$ cat config.mk
export PLATFORM = sky130hd
export DESIGN_NAME = mse_jobq
export DESIGN_NICKNAME = d
export VERILOG_FILES = /design/src/rtl/mse_jobq.sv
export SDC_FILE = /design/constraint.sdc
export NUM_CORES = 1
export LEC_CHECK = 0
export BUFFER_PORTS_ARGS = -buffer_cell sky130_fd_sc_hd__clkbuf_2
export CORE_MARGIN = 2
export CORE_UTILIZATION = 49
export CTS_CLUSTER_SIZE = 8
export DETAILED_ROUTE_END_ITERATION = 6
export PLACE_DENSITY_LB_ADDON = 0.05
export SYNTH_ARGS = -nofsm -noshare
export SYNTH_HDL_FRONTEND = slang
export SYNTH_SLANG_ARGS = --single-unit
$ cat constraint.sdc
create_clock -name clock -period 1.5 [get_ports clock]
set_input_delay 0.45 -clock clock [delete_from_list [all_inputs] [get_ports clock]]
set_output_delay 0.45 -clock clock [all_outputs]
set_load 0.03 [all_outputs]
$ cat src/rtl/mse_jobq.sv
// Two-entry job queue between the sample front end and the statistics engine.
// Generic payload width; no package dependencies.
module mse_jobq #(
   parameter int W = 8
) (
   input  logic         clock,
   input  logic         reset,
   input  logic         push,
   input  logic [W-1:0] din,
   input  logic         pop,
   output logic [W-1:0] dout,
   output logic         empty
);

   logic [W-1:0] slot_ff [2];
   logic         wp_ff, wp_in;
   logic         rp_ff, rp_in;
   logic [1:0]   cnt_ff, cnt_in;

   assign empty = (cnt_ff == 2'd0);
   assign dout  = slot_ff[rp_ff];

   // pointer and fill count update
   always_comb begin
      wp_in  = wp_ff;
      rp_in  = rp_ff;
      cnt_in = cnt_ff;
      if (push) begin
         wp_in = ~wp_ff;
      end
      if (pop && !empty) begin
         rp_in = ~rp_ff;
      end
      if (push && !(pop && !empty)) begin
         cnt_in = cnt_ff + 2'd1;
      end else if (!push && pop && !empty) begin
         cnt_in = cnt_ff - 2'd1;
      end
   end

   always_ff @(posedge clock) begin
      if (reset) begin
         wp_ff  <= 1'b0;
         rp_ff  <= 1'b0;
         cnt_ff <= 2'd0;
      end else begin
         wp_ff  <= wp_in;
         rp_ff  <= rp_in;
         cnt_ff <= cnt_in;
      end
   end

   // payload slots
   always_ff @(posedge clock) begin
      if (push) begin
         slot_ff[wp_ff] <= din;
      end
   end

endmodule

==> results.md <==
* TritonCTS clock tree: built
* Die area at between 1500 and 2000 um2
* Postcts setup bufs at 0
* Horiz. Die Dim at approximately 44 um
* Mean instance size in the synthesized netlist at approximately 16 um2
* Summed instance area of the synthesized netlist at roughly 800 um2
* Post-synthesis sequential area ratio at 0.728
* Signed area change from the synthesized netlist to the final layout at 35.9%
* Power density over the cells at between 1000 and 1500 nW/um2
* Clock latency reported for the late side of the worst-skew pair at roughly 0.29 ns
* Share of post-route cells with drive strength above 1 at 0.507
* Global Route Usage Sum at 0.157
* # IOs at 21
* Worst Path Class, Setup: reg2out
* Routed wire per std cell at 13.6 um
* Result of the run: complete, but fails checks
* Max Clock Skew at roughly 0.0026 ns
* Antenna violations before repair at 0
* Final Max Slew Viols at 0
* DR iter-0 viols at 5
* Relative max-transition margin at 0.729
* Violations in the final reports: setup timing
* Total congestion overflow at 0
* Overall power consumption at roughly 0.0012 W
* Total length of routed met3 wires at roughly 64 um
* Detailed route wirelength on metal2 at approximately 610 um
* Static Leakage at around 0.44 nW
* Syn nets at about 60
* Count of yosys warnings during synthesis at 0
* Pre-CTS WS at 0.0738 ns
* Startpoint Class: register
* Vias per inst at ~5.2
* Depth of the CTS H-tree at 1
* Final-report hold violation count at 0
* CTS Root Cell: sky130_fd_sc_hd__clkbuf_4
* Max Used Layer: met4
* Post-synthesis instance total at 49
* Routed Wire Length at between 1 and 1.5 mm
* Hold_buf cts at 0
* Total via count after detailed routing at 475
* Wire length of the first global-routing pass at about 2.1 mm
* Worst hold-check slack at 0.336 ns
* Sinks on Clock Net at 21
* Synth unique cells at 19
* Cell area reported after detailed placement at 935 um2
* Summed area of non-filler cells in the final layout at 1080 um2
* Effective utilization at floorplan at 0.523
* Largest net degree at the start of global routing at 12
* Peak supply drop at between 0.8 and 0.9 mV
* Clock transition at path regs at 0.11 ns
* # DRC at 0
* Buffers added on ports at 20
* Height of the die at approximately 44 um
* Maximum Capacitance Violations at 0
* Maximum buffer depth of the clock tree at 2
* Post-synthesis register bit count at 21
* Layout Nets at 88
* Share of the core filled with cells in the final layout at 0.711
* DP Wirelength at 858 um
* Final Setup Violations at 8
* WL met1 at approximately 560 um
* Post-layout minimum cycle time at roughly 1.7 ns
* Critical Path End Type: output port
* Via count of the first global-routing pass at roughly 490
* Worst hold-check path type: in2reg
* Final period utilization at 1.12
* Arrival time of the worst setup path at 1.23 ns
* Num CTS Buffers at 3
* Maximum clock frequency at slightly below 0.6 GHz
* Ant. Diodes at 0
* Transition time of the tightest slew-check pin at around 0.41 ns
* Critical path peak fanout at 5
* Final worst-path setup slack at -0.180 ns
* Setup repair after global routing missed its margin: yes
* Data required time of the worst path at roughly 1.1 ns
* Post-DRT Antenna Nets at 0
* Number of detailed-route iterations in the first pass at 4
* Routability congestion estimate from global placement at around 0.66
* Core area at between 1500 and 2000 um2
* Count of standard-cell rows at 14
==> registers in the layout (all words and copies together) (netlist names), named ones only <==
| signal | flops |
|---|---|
| slot_ff | 16 |
| rp_ff | 1 |
| wp_ff | 1 |
| cnt_ff | 2 |
==> synth_stat cells <==
library cell | instances | area share
sky130_fd_sc_hd__mux2_2 | 8 | 0.11
sky130_fd_sc_hd__nor2_1 | 4 | 0.019
sky130_fd_sc_hd__mux2i_1 | 1 | 0.013
sky130_fd_sc_hd__a21oi_1 | 1 | 0.0063
sky130_fd_sc_hd__o21ai_0 | 1 | 0.0063
sky130_fd_sc_hd__nand2_1 | 1 | 0.0047
sky130_fd_sc_hd__and3b_1 | 1 | 0.011
sky130_fd_sc_hd__xnor2_1 | 1 | 0.011
sky130_fd_sc_hd__nor3_1 | 2 | 0.013
sky130_fd_sc_hd__or2b_2 | 1 | 0.011
sky130_fd_sc_hd__dfxtp_1 | 5 | 0.13
sky130_fd_sc_hd__buf_2 | 1 | 0.0063
sky130_fd_sc_hd__and2_1 | 1 | 0.0079
sky130_fd_sc_hd__nor3_2 | 1 | 0.013
sky130_fd_sc_hd__and2b_1 | 1 | 0.0094
sky130_fd_sc_hd__xor2_1 | 1 | 0.011
sky130_fd_sc_hd__o21a_1 | 1 | 0.0094
sky130_fd_sc_hd__edfxtp_1 | 16 | 0.60
sky130_fd_sc_hd__nor2b_1 | 1 | 0.0079
==> layer usage <==
layer,GRT usage,vias up
met5,0,-
met4,0.0727,0
met3,0.0408,2
met2,0.256,15
met1,0.197,225
li1,-,233
==> final cells by class <==
class / count / area [um2]
sequential: 21 / 583
tap: 16 / 20.0
clock buffer: 4 / 26.3
multi-input combinational: 27 / 241
timing repair buffer: 23 / 213
fill: 111 / 440
==> where the power goes <==
part / switching (W) / leakage [nW] / internal, W / total (W)
logic: 0.000118 / 0.231 / 0.000130 / 0.000248
clock network: 0.000161 / 0.0150 / 0.000103 / 0.000265
registers: 0.0000137 / 0.192 / 0.000665 / 0.000679
total: 0.000293 / 0.438 / 0.000899 / 0.00119
==> cell usage in the layout (no fill, tap or decap) <==
cell / count
sky130_fd_sc_hd__edfxtp_1: 16
sky130_fd_sc_hd__clkbuf_2: 11
sky130_fd_sc_hd__or2b_2: 1
sky130_fd_sc_hd__dfxtp_2: 2
sky130_fd_sc_hd__xor2_1: 1
sky130_fd_sc_hd__clkbuf_1: 1
sky130_fd_sc_hd__o21ai_0: 1
sky130_fd_sc_hd__a21oi_1: 1
sky130_fd_sc_hd__nand2_1: 1
sky130_fd_sc_hd__nor3_2: 1
sky130_fd_sc_hd__buf_4: 1
sky130_fd_sc_hd__and2b_1: 1
sky130_fd_sc_hd__xnor2_1: 1
sky130_fd_sc_hd__mux2_4: 8
sky130_fd_sc_hd__mux2i_1: 1
sky130_fd_sc_hd__and3b_1: 1
sky130_fd_sc_hd__nor2_1: 4
sky130_fd_sc_hd__nor3_1: 2
sky130_fd_sc_hd__and2_1: 1
sky130_fd_sc_hd__buf_8: 8
sky130_fd_sc_hd__o21a_1: 1
sky130_fd_sc_hd__clkbuf_4: 4
sky130_fd_sc_hd__dfxtp_1: 3
sky130_fd_sc_hd__nor2b_1: 1
sky130_fd_sc_hd__buf_6: 2
==> worst max-delay path, stage by stage (launching register included) <==
cell                      delay, ns
sky130_fd_sc_hd__dfxtp_2       0.36
sky130_fd_sc_hd__buf_6         0.13
sky130_fd_sc_hd__mux2_4        0.31
sky130_fd_sc_hd__buf_8         0.14
==> through the flow <==
stage | cells | TNS [ns]
3_3_place_gp | 87 | 0
2_1_floorplan | 49 | 0
4_1_cts | 91 | -1.62
6_report | 91 | -1.39
3_5_place_dp | 87 | 0
5_1_grt | 91 | -1.81
==> worst paths after layout <==
check                           startpoint       endpoint  slack [ns]  depth (start not counted)
worst max-delay path              register        dout[5]       -0.18                          3
worst min-delay path                din[2]  slot_ff[0][2]        0.34                          1
worst max register to register       wp_ff  slot_ff[1][6]        0.40                          1
worst min register to register       rp_ff       register        0.52                          2
==> repair_timing <==
action	4_1_cts	5_1_grt
endpoints found under the hold margin	0	0
setup endpoints to repair	8	9
resized for setup	27	11
pin swaps	0	0
==> cell families (layout without fill, tap and decap cells) <==
logic type / after synthesis / after routing / share of synthesized area
AO/OA/AOI/OAI: 3 / 3 / 0.0220
buffers and inverters: 1 / 27 / 0.00627
flip-flops: 21 / 21 / 0.728
XOR/XNOR: 2 / 2 / 0.0220
AND/OR/NAND/NOR: 13 / 13 / 0.0958
multiplexers: 9 / 9 / 0.126
Power figures use the tool's default switching activity.
