[src/rtl/mse_pkg.sv]
// Package for the mean and standard error unit.
// Shared widths, packing constants and status codes; no dependencies.
package mse_pkg;

   // Default capacity of the sample store
   localparam int MAX_SAMPLES_DEF = 1024;

   // Field widths
   localparam int SAMPLE_W   = 24;
   localparam int SE_W       = 25;
   localparam int STATUS_W   = 2;
   localparam int SQ_W       = 48;  // square of a deviation magnitude
   localparam int REQ_DATA_W = 24;  // sample_value
   localparam int RSP_DATA_W = 56;  // mean_value, std_error, zero fill
   localparam int RSP_FILL_W = RSP_DATA_W - SAMPLE_W - SE_W;

   // Result status codes
   localparam logic [STATUS_W-1:0] STATUS_OK      = 2'd0;
   localparam logic [STATUS_W-1:0] STATUS_SINGLE  = 2'd1;
   localparam logic [STATUS_W-1:0] STATUS_DROPPED = 2'd2;

endpackage

[src/rtl/mse_front.sv]
// Sample front end: accepts samples, writes the store, keeps count and sum.
// Depends on mse_pkg; pushes one job per data set into the job queue.
module mse_front #(
   parameter int MAX_SAMPLES = mse_pkg::MAX_SAMPLES_DEF,
   parameter int CW          = 11,
   parameter int AW          = 10,
   parameter int SW          = 34
) (
   input  logic                           clock,
   input  logic                           reset,
   input  logic                           req_tvalid,
   output logic                           req_tready,
   input  logic [mse_pkg::REQ_DATA_W-1:0] req_tdata,  // [23:0] sample_value
   input  logic                           req_tlast,  // last_sample
   output logic                           wr_en,
   output logic [AW-1:0]                  wr_addr,
   output logic [mse_pkg::SAMPLE_W-1:0]   wr_data,
   output logic                           job_push,
   output logic [CW-1:0]                  job_count,
   output logic [SW-1:0]                  job_sum,
   output logic                           job_ovf,
   input  logic                           job_done
);

   import mse_pkg::*;

   localparam logic [CW-1:0] MAX_CNT = CW'(MAX_SAMPLES);

   logic [CW-1:0] count_ff, count_in;
   logic [SW-1:0] sum_ff, sum_in;
   logic          ovf_ff, ovf_in;
   logic          pend_ff, pend_in;
   logic          accept;
   logic          room;
   logic [SW-1:0] sample_ext;

   // a set is held off the input until the engine has finished the previous one
   assign req_tready = !pend_ff;
   assign accept     = req_tvalid && !pend_ff;
   assign room       = (count_ff < MAX_CNT);
   assign sample_ext = {{(SW-SAMPLE_W){req_tdata[SAMPLE_W-1]}}, req_tdata[SAMPLE_W-1:0]};

   // store write
   assign wr_en   = accept && room;
   assign wr_addr = count_ff[AW-1:0];
   assign wr_data = req_tdata[SAMPLE_W-1:0];

   // job descriptor carries the totals including this transfer
   assign job_push  = accept && req_tlast;
   assign job_count = room ? count_ff + CW'(1) : count_ff;
   assign job_sum   = room ? sum_ff + sample_ext : sum_ff;
   assign job_ovf   = ovf_ff || !room;

   always_comb begin
      count_in = count_ff;
      sum_in   = sum_ff;
      ovf_in   = ovf_ff;
      pend_in  = pend_ff;
      if (job_done) begin
         pend_in = 1'b0;
      end
      if (accept) begin
         if (req_tlast) begin
            count_in = '0;
            sum_in   = '0;
            ovf_in   = 1'b0;
            pend_in  = 1'b1;
         end else begin
            count_in = job_count;
            sum_in   = job_sum;
            ovf_in   = job_ovf;
         end
      end
   end

   always_ff @(posedge clock) begin
      if (reset) begin
         count_ff <= '0;
         sum_ff   <= '0;
         ovf_ff   <= 1'b0;
         pend_ff  <= 1'b0;
      end else begin
         count_ff <= count_in;
         sum_ff   <= sum_in;
         ovf_ff   <= ovf_in;
         pend_ff  <= pend_in;
      end
   end

endmodule

[config.mk]
export PLATFORM = sky130hd
export DESIGN_NAME = mse_front
export DESIGN_NICKNAME = d
export VERILOG_FILES = /design/src/rtl/mse_pkg.sv /design/src/rtl/mse_front.sv
export SDC_FILE = /design/constraint.sdc
export NUM_CORES = 1
export LEC_CHECK = 0
export BUFFER_PORTS_ARGS = -buffer_cell sky130_fd_sc_hd__buf_4
export CAP_MARGIN = 0
export CELL_PAD_IN_SITES_DETAIL_PLACEMENT = 1
export CELL_PAD_IN_SITES_GLOBAL_PLACEMENT = 1
export CORE_ASPECT_RATIO = 0.6
export CORE_UTILIZATION = 39
export DETAILED_ROUTE_END_ITERATION = 10
export GPL_ROUTABILITY_DRIVEN = 0
export HOLD_SLACK_MARGIN = 0.05
export PLACE_DENSITY_LB_ADDON = 0.1
export SLEW_MARGIN = 15
export SYNTH_ARGS = -nofsm -noshare
export SYNTH_HDL_FRONTEND = slang
export SYNTH_SLANG_ARGS = --single-unit
[constraint.sdc]
create_clock -name clock -period 3.2 [get_ports clock]
set_input_delay 0.32 -clock clock [delete_from_list [all_inputs] [get_ports clock]]
set_output_delay 0.32 -clock clock [all_outputs]
set_load 0.01 [all_outputs]
==> run_results.csv <==
group,metric,value,unit
drt,route.detailed.drc,14,
final_layout,mostFrequentLayoutCell,"buf_4",
final_layout,final_nets,744,
place,hpwl,11650,um
global_route,grt_pass1_vias,4652,
final_layout,area_growth,37.47,%
setup_path,rrSetupSlack,0.47,ns
synth,netlist_area,4364,um2
final_layout,final_cell_mix,"buf_4 (156), nand2_1 (75), nor2_1 (51)",
setup_path,critPathKind,"register to output port",
sta,finClkSkew,0.007469,ns
final_layout,drive_above_1_share,37.74,%
synth,yosysWarnings,0,
die,start_util,40.63,%
die,coreArea,10740,um2
synth,yosysSeqAreaShare,21.56,%
drt,drt-pass1-iter-count,8,
final_layout,final_cell_area,6000,um2
sta,hold_ws,0.3346,ns
die,die_w,138.6,um
setup_path,crit_path_max_fanout,4,
synth,synth_xor_area_share,8.028,%
worst_hold_path,whs_path_depth,4,
synth,synth_cells,578,
drt,avgRoutedWirePerCell,19.82,um
job,drv_cap,0,
global_route,grt-busiest-layer,"met2",
clock_network,hold_buffers,0,
synth,synth_compound_area_share,27.49,%
drt,drt_iter0_drc,319,
outcome,status,"complete, but fails checks",
global_route,grt_use_met1,39.43,%
synth,synth-adder-area-share,10.21,%
synth,ys_async_sr_fraction,0,%
synth,synth-edff-count,0,
setup_path,critPathRequiredTime,2.88,ns
sta,slew_violations,0,
sta,rsz0062_at_grt,"yes",
synth,syn_avg_cell_area,7.550,um2
sta,max_slew.worst_pin.slew,0.9990,ns
drt,via_per_inst,5.776,
synth,synth_cell_type_count,63,
place,io_buffers,111,
drt,wl,16250,um
setup_path,crit_chain,"ha_1 > nor2b_4 > o2111ai_2 > a21oi_2 > or3_4 > a2111oi_1 > o41ai_1 > xnor2_1 > o21ai_1 > buf_4",
outcome,violations,"DRC, setup timing",
sta,fin_crit_sh,101.7,%
setup_path,cp-end-kind,"output port",
global_route,grt_first_pass_wirelength,24730,um
final_layout,diodes,0,
setup_path,crit_path_start_kind,"register",
die,die_h,83.94,um
sta,max-slew-margin-rel,32.89,%
synth,yosys.area_share.simple,21.01,%
synth,synthMuxAreaShare,1.978,%
global_route,grt_max_degree,39,
clock_network,htree_levels,2,
synth,synthFlopType,"dfxtp_1",
setup_path,worstPathArrival,2.93,ns
sta,period_needed,3.254,ns
clock_network,cts_root_buf,"clkbuf_16",
synth,synth-seq-cells,47,
setup_path,reg2regPathDepth,10,
sta,hold_violations,0,
clock_network,clk_pin_slew,0.07,ns
synth,syn_nets,642,
worst_hold_path,hp-class,"primary input to register",
clock_network,cts.sinks,47,
place,placed_area,5271,um2
die,die_area,11630,um2
power_and_ir_drop,p_leak,2.614,nW
drt,final_antenna_net_count,0,
clock_network,insertion_delay,0.30,ns
die,boundaryPins,112,
global_route,grt_usage,26.69,%
drt,num_vias,4736,
sta,timing.final.ws_setup,-0.05437,ns
global_route,grt_remaining_overflow,0,
synth,synth_top_family_by_area,"compound AO/OA/AOI/OAI gates",
clock_network,cts_tree,"done",
power_and_ir_drop,power.density,366.3,nW/um2
sta,max_freq,0.3073,GHz
clock_network,clk_path_buf_depth,2,
global_route,antenna_found_initial,0,
setup_path,crit_path_top_delay_cell,"or3_4",
die,num_rows,29,
sta,setup_viol,4,
global_route,gr-usage-met2,40.10,%
power_and_ir_drop,ir_drop,0.2468,mV
setup_path,slowest_delay,0.43,ns
clock_network,cts_buffers,5,
global_route,use_met3,4.360,%
==> registers in the layout, indices dropped and copies added, names as in the netlist <==
| register | count |
|---|---|
| count_ff | 11 |
| sum_ff | 34 |
| pend_ff | 1 |
| ovf_ff | 1 |
==> logic make-up (layout without fill, tap and decap cells) <==
kind of cell,Yosys count,count (layout)
simple gates,196,196
mux,8,8
buf+inv,77,180
flops,47,47
fa+ha+maj,35,35
compound gates,175,175
xor+xnor,40,40
==> cells in the mapped netlist, types with 12 or more instances <==
library cell  number  area (um2)
o21ai_0           45       225.2
inv_1             12       45.04
xnor2_1           22       192.7
xor2_1            18       157.7
buf_4             34       255.2
a21o_1            17       127.6
clkbuf_1          28       105.1
ha_1              34       425.4
nand2_1           75       281.5
a21oi_1           35       175.2
dfxtp_1           47       940.9
a22oi_1           22       165.2
nor2_1            53       198.9
==> worst max-delay path: cells and delay by family, from the launching register on <==
family / cells / cell delay, ns
AOI/OAI and AO/OA: 5 / 1.00
and+or+nand+nor: 2 / 0.59
adders and majority gates: 1 / 0.35
DFF: 1 / 0.33
xor gates and xnor gates: 1 / 0.22
buffers and inverters: 1 / 0.15
==> metal layers <==
metal / wire length [um] / up-vias / part of all wire [%]
met5: 0 / - / 0
met2: 7035 / 188 / 43
met1: 7851 / 2277 / 48
li1: - / 2253 / -
met3: 1173 / 18 / 7.2
met4: 190 / 0 / 1.2
==> cell type report <==
cell class / count / area, um2
clock buffer: 5 / 125.1
clock inverter: 3 / 47.55
fill: 1284 / 4741
inverter: 12 / 45.04
multi-input combinational: 454 / 3428
sequential: 47 / 963.4
tap: 139 / 173.9
timing repair buffer: 160 / 1216
==> final timing paths <==
kind,from,to
worst min-delay path,job_done,pend_ff
worst max-delay path,sum_ff[2],job_sum[28]
worst min register to register,sum_ff[20],sum_ff[20]
worst max register to register,sum_ff[2],sum_ff[32]
==> power by group <==
group / leakage [nW] / internal, mW / switching [mW] / total [mW]
clock network: 0.0844 / 0.374 / 0.275 / 0.649
registers: 0.389 / 0.613 / 0.0298 / 0.643
logic: 2.14 / 0.424 / 0.481 / 0.905
total: 2.61 / 1.41 / 0.786 / 2.20
==> what timing repair did <==
action	in CTS	in global routing
pin swaps	19	22
buffers inserted	6	6
gates resized for setup	49	51
setup endpoints to repair	12	13
endpoints found under the hold margin	0	0
==> stage by stage <==
stage	worst slack [ns]	total power [mW]	util (%)	TNS, ns	std cells
final	-0.05437	2.198	55.86	-0.1396	820
after floorplan	0.3880	1.103	-	0	578
after detailed placement	-0.1378	1.434	49.08	-0.1378	800
after global routing	-0.1986	2.306	55.86	-1.244	820
after global placement	-0.04647	1.412	49.08	-0.04647	800
after CTS	-0.05892	2.127	53.31	-0.1642	814
(Power assumes the default switching activity.)
